File: src/irf_pkg.sv
package irf_pkg;

  localparam int ADC_BITS = 10;

  typedef enum logic [1:0] {
    OP_IR_SAMPLE = 2'd0,
    OP_ECHO      = 2'd1,
    OP_FINISH    = 2'd2,
    OP_CALIBRATE = 2'd3
  } op_t;

  typedef enum logic [1:0] {
    REG_MIN_RANGE = 2'd0,
    REG_MAX_RANGE = 2'd1,
    REG_US_COUNT  = 2'd2
  } reg_idx_t;

  localparam logic [2:0] CLASS_NONE      = 3'd0;
  localparam logic [2:0] CLASS_CLOSE     = 3'd1;
  localparam logic [2:0] CLASS_OUT_OF_IR = 3'd2;
  localparam logic [2:0] CLASS_GOOD      = 3'd3;
  localparam logic [2:0] CLASS_BAD_DIR   = 3'd4;

  localparam logic [31:0] IR_SCALE      = 32'd135174;
  localparam logic [31:0] IR_BIAS       = 32'd28;
  localparam logic [ADC_BITS-1:0] IR_MIN_ADC = ADC_BITS'(100);
  localparam logic [8:0]  US_SCALE      = 9'd285;
  localparam logic [12:0] US_BIAS       = 13'd18;
  localparam logic [15:0] US_MIN_ECHO   = 16'h0100;
  localparam logic [15:0] CLOSE_LOW     = 16'd150;
  localparam logic [15:0] CLOSE_HIGH    = 16'd450;
  localparam logic [15:0] FAR_LIMIT     = 16'd1000;
  localparam logic [15:0] US_ONLY_LIMIT = 16'd1500;

  typedef struct packed {
    logic [1:0]          op;
    logic [ADC_BITS-1:0] adc_value;
    logic [15:0]         echo_time;
    logic                echo_timeout;
    logic [15:0]         reference;
  } in_item_t;

  typedef struct packed {
    logic [15:0] fused_range;
    logic [2:0]  target_class;
    logic [15:0] raw_ir_range;
    logic [15:0] raw_us_range;
  } out_item_t;

endpackage

File: src/irf_div.sv
module irf_div (
  input  logic        clk,
  input  logic        rst,
  input  logic        start,
  input  logic [31:0] dividend,
  input  logic [15:0] divisor,
  output logic        done,
  output logic [31:0] quotient
);

  logic [15:0] rem;
  logic [15:0] dsr;
  logic [4:0]  cnt;
  logic        busy;
  logic [17:0] diff;

  assign diff = {1'b0, rem, quotient[31]} - {2'b00, dsr};

  always_ff @(posedge clk) begin
    if (rst) begin
      busy <= 1'b0;
      done <= 1'b0;
      cnt  <= '0;
    end else begin
      done <= 1'b0;
      if (start) begin
        busy     <= 1'b1;
        cnt      <= '0;
        rem      <= '0;
        dsr      <= divisor;
        quotient <= dividend;
      end else if (busy) begin
        if (diff[17]) begin
          rem      <= {rem[14:0], quotient[31]};
          quotient <= {quotient[30:0], 1'b0};
        end else begin
          rem      <= diff[15:0];
          quotient <= {quotient[30:0], 1'b1};
        end
        cnt <= cnt + 5'd1;
        if (cnt == 5'd31) begin
          busy <= 1'b0;
          done <= 1'b1;
        end
      end
    end
  end

endmodule

File: src/ir_ultrasonic_range_fusion.sv
// A finish item runs two 32-step serial divisions (ultrasonic average, then IR
// average), window and offset, and classify; a division with a zero divisor is skipped.
// Throughput: one item at a time; in_stall holds the next transfer while a taken IR
// sample is divided or a finish is processed (echo and calibrate do not stall), plus any
// out_stall wait while a previous result is still held.
// Reset: synchronous; clears sums, offsets and class and restores the registers.
module ir_ultrasonic_range_fusion #(
  parameter int MAX_IR_SAMPLES = 4096
) (
  input  logic                clk,
  input  logic                rst,
  input  logic                in_valid,
  output logic                in_stall,
  input  irf_pkg::in_item_t   in_data,
  output logic                out_valid,
  input  logic                out_stall,
  output irf_pkg::out_item_t  out_data,
  input  logic                cfg_we,
  input  logic [1:0]          cfg_index,
  input  logic [15:0]         cfg_data
);

  localparam logic [16:0] IR_LIMIT = 17'(MAX_IR_SAMPLES);

  typedef enum logic [3:0] {
    S_IDLE,
    S_IR_WAIT,
    S_US_START,
    S_US_WAIT,
    S_AVG_START,
    S_AVG_WAIT,
    S_WIN,
    S_FUSE
  } state_t;

  state_t state;

  logic [15:0] min_range;
  logic [15:0] max_range;
  logic [7:0]  us_sample_count;
  logic [31:0] ir_sum;
  logic [15:0] ir_count;
  logic [31:0] us_sum;
  logic [15:0] last_ir_raw;
  logic [15:0] last_us_raw;
  logic [2:0]  last_class;
  logic [16:0] ir_offset;
  logic [16:0] us_offset;
  logic [31:0] us_avg;
  logic [31:0] ir_avg;
  logic [15:0] us_cal;
  logic [15:0] ir_cal;
  logic        us_ok;
  logic        ir_ok;

  logic        accept;
  logic        div_start;
  logic [31:0] div_dividend;
  logic [15:0] div_divisor;
  logic        div_done;
  logic [31:0] div_quotient;
  logic        ir_take;
  logic [24:0] echo_prod;
  logic [12:0] echo_t;
  logic [31:0] echo_d;
  logic        us_in_win;
  logic        ir_in_win;
  logic [16:0] cal_sum;
  logic [15:0] fused_next;
  logic [2:0]  class_next;

  assign in_stall = (state != S_IDLE);
  assign accept   = in_valid && !in_stall;

  assign ir_take = (in_data.adc_value > irf_pkg::IR_MIN_ADC) && ({1'b0, ir_count} < IR_LIMIT);

  always_comb begin
    div_start    = 1'b0;
    div_dividend = irf_pkg::IR_SCALE;
    div_divisor  = 16'(in_data.adc_value);
    unique case (state)
      S_IDLE: begin
        div_start = accept && (in_data.op == irf_pkg::OP_IR_SAMPLE) && ir_take;
      end
      S_US_START: begin
        div_start    = (us_sample_count != 8'd0);
        div_dividend = us_sum;
        div_divisor  = 16'(us_sample_count);
      end
      S_AVG_START: begin
        div_start    = (ir_count != 16'd0);
        div_dividend = ir_sum;
        div_divisor  = ir_count;
      end
      default: begin
      end
    endcase
  end

  irf_div u_div (
    .clk      (clk),
    .rst      (rst),
    .start    (div_start),
    .dividend (div_dividend),
    .divisor  (div_divisor),
    .done     (div_done),
    .quotient (div_quotient)
  );

  assign echo_prod = in_data.echo_time * irf_pkg::US_SCALE;
  assign echo_t    = echo_prod[24:12];
  always_comb begin
    echo_d = '0;
    if (!in_data.echo_timeout && (in_data.echo_time >= irf_pkg::US_MIN_ECHO) &&
        (echo_t >= irf_pkg::US_BIAS)) begin
      echo_d = 32'(echo_t - irf_pkg::US_BIAS);
    end
  end

  assign us_in_win = (us_avg <= 32'(max_range)) && (us_avg >= 32'(min_range)) &&
                     (us_avg != 32'd0);
  assign ir_in_win = (ir_avg <= 32'(max_range)) && (ir_avg >= 32'(min_range)) &&
                     (ir_avg != 32'd0);

  assign cal_sum = {1'b0, us_cal} + {1'b0, ir_cal};

  always_comb begin
    fused_next = '0;
    class_next = irf_pkg::CLASS_NONE;
    priority if (us_ok && ir_ok) begin
      priority if (us_cal >= irf_pkg::CLOSE_LOW && us_cal <= irf_pkg::CLOSE_HIGH) begin
        fused_next = ir_cal;
        class_next = irf_pkg::CLASS_CLOSE;
      end else if (us_cal >= irf_pkg::FAR_LIMIT && ir_cal >= irf_pkg::FAR_LIMIT) begin
        fused_next = us_cal;
        class_next = irf_pkg::CLASS_OUT_OF_IR;
      end else begin
        fused_next = {1'b0, cal_sum[15:1]};
        class_next = irf_pkg::CLASS_GOOD;
      end
    end else if (us_ok) begin
      fused_next = us_cal;
      class_next = (us_cal > irf_pkg::US_ONLY_LIMIT) ? irf_pkg::CLASS_OUT_OF_IR
                                                     : irf_pkg::CLASS_BAD_DIR;
    end else if (ir_ok) begin
      fused_next = ir_cal;
      class_next = irf_pkg::CLASS_CLOSE;
    end else begin
      fused_next = '0;
      class_next = irf_pkg::CLASS_NONE;
    end
  end

  always_ff @(posedge clk) begin
    if (rst) begin
      state           <= S_IDLE;
      min_range       <= 16'd300;
      max_range       <= 16'd1000;
      us_sample_count <= 8'd1;
      ir_sum          <= '0;
      ir_count        <= '0;
      us_sum          <= '0;
      last_ir_raw     <= '0;
      last_us_raw     <= '0;
      last_class      <= irf_pkg::CLASS_NONE;
      ir_offset       <= '0;
      us_offset       <= '0;
      out_valid       <= 1'b0;
    end else begin
      if (out_valid && !out_stall && state != S_FUSE) begin
        out_valid <= 1'b0;
      end
      if (cfg_we) begin
        unique case (cfg_index)
          irf_pkg::REG_MIN_RANGE: min_range       <= cfg_data;
          irf_pkg::REG_MAX_RANGE: max_range       <= cfg_data;
          irf_pkg::REG_US_COUNT:  us_sample_count <= cfg_data[7:0];
          default: begin
          end
        endcase
      end
      unique case (state)
        S_IDLE: begin
          if (accept) begin
            unique case (in_data.op)
              irf_pkg::OP_IR_SAMPLE: begin
                if (ir_take) begin
                  state <= S_IR_WAIT;
                end
              end
              irf_pkg::OP_ECHO: begin
                us_sum <= us_sum + echo_d;
              end
              irf_pkg::OP_FINISH: begin
                state <= S_US_START;
              end
              irf_pkg::OP_CALIBRATE: begin
                if (last_class != irf_pkg::CLASS_NONE && last_class != irf_pkg::CLASS_CLOSE) begin
                  us_offset <= {1'b0, in_data.reference} - {1'b0, last_us_raw};
                end
                if (last_class == irf_pkg::CLASS_GOOD || last_class == irf_pkg::CLASS_CLOSE) begin
                  ir_offset <= {1'b0, in_data.reference} - {1'b0, last_ir_raw};
                end
              end
              default: begin
              end
            endcase
          end
        end
        S_IR_WAIT: begin
          if (div_done) begin
            ir_sum   <= ir_sum + div_quotient - irf_pkg::IR_BIAS;
            ir_count <= ir_count + 16'd1;
            state    <= S_IDLE;
          end
        end
        S_US_START: begin
          us_avg <= '0;
          state  <= (us_sample_count != 8'd0) ? S_US_WAIT : S_AVG_START;
        end
        S_US_WAIT: begin
          if (div_done) begin
            us_avg <= div_quotient;
            state  <= S_AVG_START;
          end
        end
        S_AVG_START: begin
          ir_avg <= '0;
          state  <= (ir_count != 16'd0) ? S_AVG_WAIT : S_WIN;
        end
        S_AVG_WAIT: begin
          if (div_done) begin
            ir_avg <= div_quotient;
            state  <= S_WIN;
          end
        end
        S_WIN: begin
          last_us_raw <= us_avg[15:0];
          last_ir_raw <= ir_avg[15:0];
          us_ok       <= us_in_win;
          ir_ok       <= ir_in_win;
          us_cal      <= us_avg[15:0] + us_offset[15:0];
          ir_cal      <= ir_avg[15:0] + ir_offset[15:0];
          state       <= S_FUSE;
        end
        S_FUSE: begin
          if (!out_valid || !out_stall) begin
            out_valid             <= 1'b1;
            out_data.fused_range  <= fused_next;
            out_data.target_class <= class_next;
            out_data.raw_ir_range <= last_ir_raw;
            out_data.raw_us_range <= last_us_raw;
            last_class            <= class_next;
            ir_sum                <= '0;
            ir_count              <= '0;
            us_sum                <= '0;
            state                 <= S_IDLE;
          end
        end
        default: begin
          state <= S_IDLE;
        end
      endcase
    end
  end

endmodule
File: config.mk
export PLATFORM = sky130hd
export DESIGN_NAME = ir_ultrasonic_range_fusion
export DESIGN_NICKNAME = d
export VERILOG_FILES = /design/src/irf_pkg.sv /design/src/irf_div.sv /design/src/ir_ultrasonic_range_fusion.sv
export SDC_FILE = /design/constraint.sdc
export NUM_CORES = 1
export LEC_CHECK = 0
export ABC_AREA = 0
export BUFFER_PORTS_ARGS = -buffer_cell sky130_fd_sc_hd__buf_2
export CORE_MARGIN = 2
export CORE_UTILIZATION = 43
export CTS_CLUSTER_DIAMETER = 200
export DETAILED_ROUTE_END_ITERATION = 6
export PLACE_DENSITY = 0.66
export SYNTH_ARGS = -nofsm -noshare
export SYNTH_HDL_FRONTEND = slang
export SYNTH_SLANG_ARGS = --single-unit
File: constraint.sdc
create_clock -name clk -period 9.1 [get_ports clk]
set_clock_uncertainty 0.15 [all_clocks]
set_input_delay 0.455 -clock clk [delete_from_list [all_inputs] [get_ports clk]]
set_output_delay 0.455 -clock clk [all_outputs]
set_load 0.02 [all_outputs]
# ---- Yosys cells after proc, flatten, opt, wreduce, memory -nomap -nowiden
# Cells that the tools add are included.
dict set report op_classes {
  mul 1
  addsub 12
  bitwise 2
  order_cmp 13
  mux 49
  n_eq_ne 25
  reduce_logical 53
}
# operator count
set op_table {}
lappend op_table {{$pmux 32 s2} 5}
lappend op_table {{$mux 32} 8}
lappend op_table {{$mux 16} 9}
lappend op_table {{$add 32x32->32} 2}
lappend op_table {{$ge 32x16->1} 2}
lappend op_table {{$le 32x16->1} 2}
lappend op_table {{$pmux 16 s2} 2}
lappend op_table {{$reduce_bool 32->1} 2}
lappend op_table {{$add 16x16->16} 3}
lappend op_table {{$ge 16x10->1 const B} 2}
lappend op_table {{$pmux 4 s8} 1}
lappend op_table {{$sub 16x16->16} 2}
lappend op_table {{$sub 32x5->32 const B} 1}
lappend op_table {{$mul 16x9->25 const B} 1}
lappend op_table {{$mux 4} 6}
lappend op_table {{$sub 17x16->18} 1}
lappend op_table {{$add 16x1->16 const B} 1}
lappend op_table {{$eq 4x3->1 const B} 4}
lappend op_table {{$ge 16x8->1 const B} 1}
lappend op_table {{$ge 16x9->1 const B} 1}
lappend op_table {{$gt 16x11->1 const B} 1}
lappend op_table {{$le 16x9->1 const B} 1}
lappend op_table {{$logic_and 1x1->1} 16}
lappend op_table {{$lt 16x13->1 const B} 1}
lappend op_table {{38 further kinds} 80}
dict set report word_totals {
  reg_bits 412
  elab_cells 184
}

# ---- Longest topological paths before layout
dict set report logic_depth {
  depth_word 8
  mapped_depth 35
  depth_no_buf 33
}

# ---- By module
# From an unflattened synthesis, not the netlist that was laid out.
dict set report unflattened {
  cells_unflattened 3025
  area_unflattened_um2 27767.9
}
# mod instances seq_area_each_um2 cells_each area_each_um2
set modules_own_cells {}
lappend modules_own_cells {ir_ultrasonic_range_fusion 1 8298.0 2727 24126.9}
lappend modules_own_cells {irf_div 1 2062.0 298 3641.0}

# ---- Least setup slack after synthesis
# No wires, ideal clock.
dict set report synth_timing {
  kind {input -> register}
  start {input port in_data[25] (netlist bit)}
  end {register us_sum[30]}
  slack_ns 1.537
  cell_stages 34
  t_arrival_ns 7.312
  path_buffers 1
  t_required_ns 8.849
  path_cell_list {ha_1 -> inv_1 -> fa_1 -> inv_1 -> fa_1 -> inv_1 -> fa_1 -> inv_1 -> ha_1 -> nand2_1 -> nor4_2 -> o31ai_4 -> o311ai_1 -> xnor2_1 -> a31oi_1 -> or3_1 -> nor4_1 -> a21bo_2 -> buf_2 -> nor2_1 -> ha_1 -> inv_1 -> fa_1 -> nor2b_1 -> o31ai_1 -> a21oi_1 -> a41o_1 -> a21oi_1 -> o21ai_0 -> a41oi_1 -> a21oi_1 -> a31oi_1 -> xor2_1 -> o41ai_1}
}
dict set report synth_between {
  elab_chain_cells 8
  word_cells_on_any_way 11
  classes_between {add/sub: 2; mul: 1; order compare: 2; mux: 4; reduce/logical: 2}
}
# element line
set synth_rtl {}
lappend synth_rtl {{from (decl)} ir_ultrasonic_range_fusion.sv:14} ;# input irf_pkg::in_item_t in_data,
lappend synth_rtl {{$mul 16x9->25 or $ge 16x9->1 (tied branches)} {ir_ultrasonic_range_fusion.sv:110, ir_ultrasonic_range_fusion.sv:114}}
lappend synth_rtl {{$ge 13x5->1 or $logic_and 1x1->1 (tied branches)} {ir_ultrasonic_range_fusion.sv:115, ir_ultrasonic_range_fusion.sv:114}}
lappend synth_rtl {{$logic_and 1x1->1} ir_ultrasonic_range_fusion.sv:114} ;# if (!in_data.echo_timeout && (in_data.echo_time >= irf_pkg::US_MIN_ECHO) &&
lappend synth_rtl {{$mux 32 *} ir_ultrasonic_range_fusion.sv:114}
lappend synth_rtl {{$add 32x32->32 *} ir_ultrasonic_range_fusion.sv:192} ;# us_sum <= us_sum + echo_d;
lappend synth_rtl {{$mux 32 *} ir_ultrasonic_range_fusion.sv:185} ;# unique case (in_data.op)
lappend synth_rtl {{$mux 32 *} ir_ultrasonic_range_fusion.sv:184} ;# if (accept) begin
lappend synth_rtl {{$pmux 32 s2 *} ir_ultrasonic_range_fusion.sv:182} ;# unique case (state)
lappend synth_rtl {{to (signal assigned)} ir_ultrasonic_range_fusion.sv:192}
lappend synth_rtl {{to (decl)} ir_ultrasonic_range_fusion.sv:43} ;# logic [31:0] us_sum;
# Every way passes the cells marked *; elsewhere a longest branch is shown, timed or not. The select of a mux whose other input is x is not followed.
# A chain may end at the register's enable or synchronous reset.

# ---- Final worst setup path
# Ends and elaborated chain as after synthesis.

==> results.ini <==
[logic_synthesis]
synth_top_family_by_area = adder cells
ys.flop_type = edfxtp_1
ys_seq_area_frac = 0.377
synth-seq-cells = 411
synthDistinctLibCells = 74
synth-simple-area-share = 0.155
avgSynthCellArea_sq_um = 9.07
synthXorXnorAreaFrac = 0.0420
synth_edf_count = 213
syn-num-nets = 3479
synthMuxAreaShare = 0.00691
async_reset_ff_frac = 0
synthesis.area_sq_um = 27500
synthAdderAreaFrac = 0.184
synthesis.instances = 3034
ys_warn_count = 0
synth_compound_area_frac = 0.172

[clock_tree]
cts_tree = yes
clkTransAtPathRegs_ns = 0.06
cts_max_level = 2
cts_buffers = 44
ctsResizeCount = 0
clk_latency_ns = 0.59
clkSinkCount = 411
cts_setup_buffers = 0
clockBufferDepth = 3
cts_hold_buffers = 9
cts_root_buffer = clkbuf_16

[routing]
vias = 21500
drc = 0
wl_microns = 67900
avgViaCountPerCell = 5.36
drt-initial-drc-count = 1300
drt_pass1_iterations = 5
antenna_left = 0
wl_per_cell_microns = 16.9

[final_layout]
syn_to_final_growth_pct = 11.5
final_common_cell = inv_1
antenna_cells = 0
drive_above_1_share = 0.0798
final_cell_mix = 369 x inv_1, 332 x ha_1, 280 x nand2_1
fin_nets = 3580

[floorplan]
core_area_sq_um = 63200
row_count = 92
die_area_sq_um = 66000
die_h_microns = 257
pin_count = 121
die_w_microns = 257
initial_core_util = 0.435

[timing]
finalMaxSlewViolations = 0
fin_setup_tns_ns = 0
fmax_ghz = 0.125
rsz0062_at_grt = false
period_needed_ns = 7.97
tightestPinTransition_ns = 1.13
setup_violations = 0
finalCritPeriodShare = 0.876
whs_ns = 0.0296
slew_headroom = 0.247
hold_viol_final = 0

[pwr]
peakVddDrop_mv = 0.132
power_leakage_nw = 13.1
power_density_nw_per_um2 = 186

[critical_path]
crit_top_cell = inv_1
critPathMaxFanout = 12
crit_slowest_cell = fa_1
startpoint = in_data[25]
r2r-start = u_div.quotient[1]
startpoint_type = input pin
crit_type = in -> reg
cp_data_arrival_time_ns = 8.29
r2r_cells = 15
reg2reg_to = ir_sum[31]
critPathCapture = us_sum[30]
crit_path_max_incr_delay_ns = 0.54
r2r_setup_slack_ns = 4.89
end_kind = flop
crit_required_ns = 9.42

[global_route]
grt_max_degree = 75
grtUsageTotal = 0.204
grt_pass1_wl_microns = 110000
antenna_found_initial = 0
overflow = 0
grt_pass1_vias = 20900

[placement]
dp_hpwl_microns = 51600
gp_congestion = 0.909
port_buffers = 120

[outcome]
status = finished clean

[flow_run]
maxCapViolations = 0

[worst_hold_path]
hold_class = in -> reg

==> power by group <==
part	total, mW	switching [mW]	internal (mW)	leakage (nW)
clock network	1.91	0.768	1.14	0.741
logic	1.69	0.991	0.694	8.79
registers	2.10	0.0629	2.04	3.56
total	5.70	1.82	3.87	13.1
==> logic make-up (layout without fill, tap and decap cells) <==
logic type               after synthesis  in the layout
AND/OR/NAND/NOR                      892            892
buffers and inverters                466            603
AO/OA/AOI/OAI                        737            737
flip-flops                           411            411
multiplexers                          19             19
XOR/XNOR                             132            132
adder cells (fa/ha/maj)              377            377
==> critical path, delay by kind of cell <==
kind | cells | cell delay [ns]
buf+inv | 6 | 0.44
simple gates | 6 | 1.39
xor+xnor | 2 | 0.32
fa+ha+maj | 7 | 2.48
compound gates | 12 | 3.22
==> final cells by class <==
type | instances | area [sq um]
clock buffer | 53 | 1200
inverter | 369 | 1390
multi-input combinational | 2157 | 15500
timing repair buffer | 152 | 870
sequential | 411 | 10400
fill | 5934 | 32500
tap | 846 | 1060
clock inverter | 29 | 354
==> synth_stat cells, drive strengths merged, types with 66 or more instances <==
library cell  number  share of area
ha               332           0.15
inv              369          0.050
nand2            280          0.038
edfxtp           213           0.23
and2              79          0.018
nor2             228          0.031
clkbuf            90          0.012
o21ai            125          0.023
a21oi            262          0.048
dfxtp            198           0.14
a21o              66          0.018
xnor2             82          0.026
==> stage by stage <==
step | utilization | cell area, sq um | setup WS [ns] | power [mW] | instances
after detailed placement | 0.460 | 29000 | 0.524 | 3.82 | 3926
after global placement | 0.460 | 29000 | 0.678 | 3.80 | 3926
after floorplan | - | 27500 | 1.54 | 3.45 | 3034
after CTS | 0.485 | 30700 | 1.09 | 5.75 | 4017
after global routing | 0.485 | 30700 | 0.318 | 6.07 | 4017
final | 0.485 | 30700 | 1.13 | 5.70 | 4017
==> flip-flops by register name, summed over array words and instances, names as in the netlist, 32 cells and up <==
name            cells
us_sum             32
ir_avg             32
u_div.quotient     32
ir_sum             32
us_avg             32
out_data           51
==> per-layer routing <==
layer | GRT usage | vias to the layer above | wire length [microns]
met3 | 0.0214 | 83 | 2900
met2 | 0.359 | 481 | 32700
met5 | 0 | - | 0
met1 | 0.263 | 10100 | 30500
met4 | 0.0657 | 0 | 1870
li1 | - | 10900 | -
==> how the worst min path moves through the flow <==
| stage | startpoint | to | slack [ns] | cells after the start |
|---|---|---|---|---|
| 2_1_floorplan | last_us_raw[10] | out_data[10] | 0.28 | 0 |
| 3_3_place_gp | last_ir_raw[8] | out_data[24] | 0.29 | 0 |
| 3_5_place_dp | last_ir_raw[5] | out_data[21] | 0.29 | 0 |
| 4_1_cts | cfg_data[4] | max_range[4] | 0.00006 | 3 |
| 5_1_grt | cfg_data[4] | max_range[4] | 0.01 | 3 |
| 6_report | cfg_data[4] | max_range[4] | 0.03 | 3 |
Power figures use the tool's default switching activity.
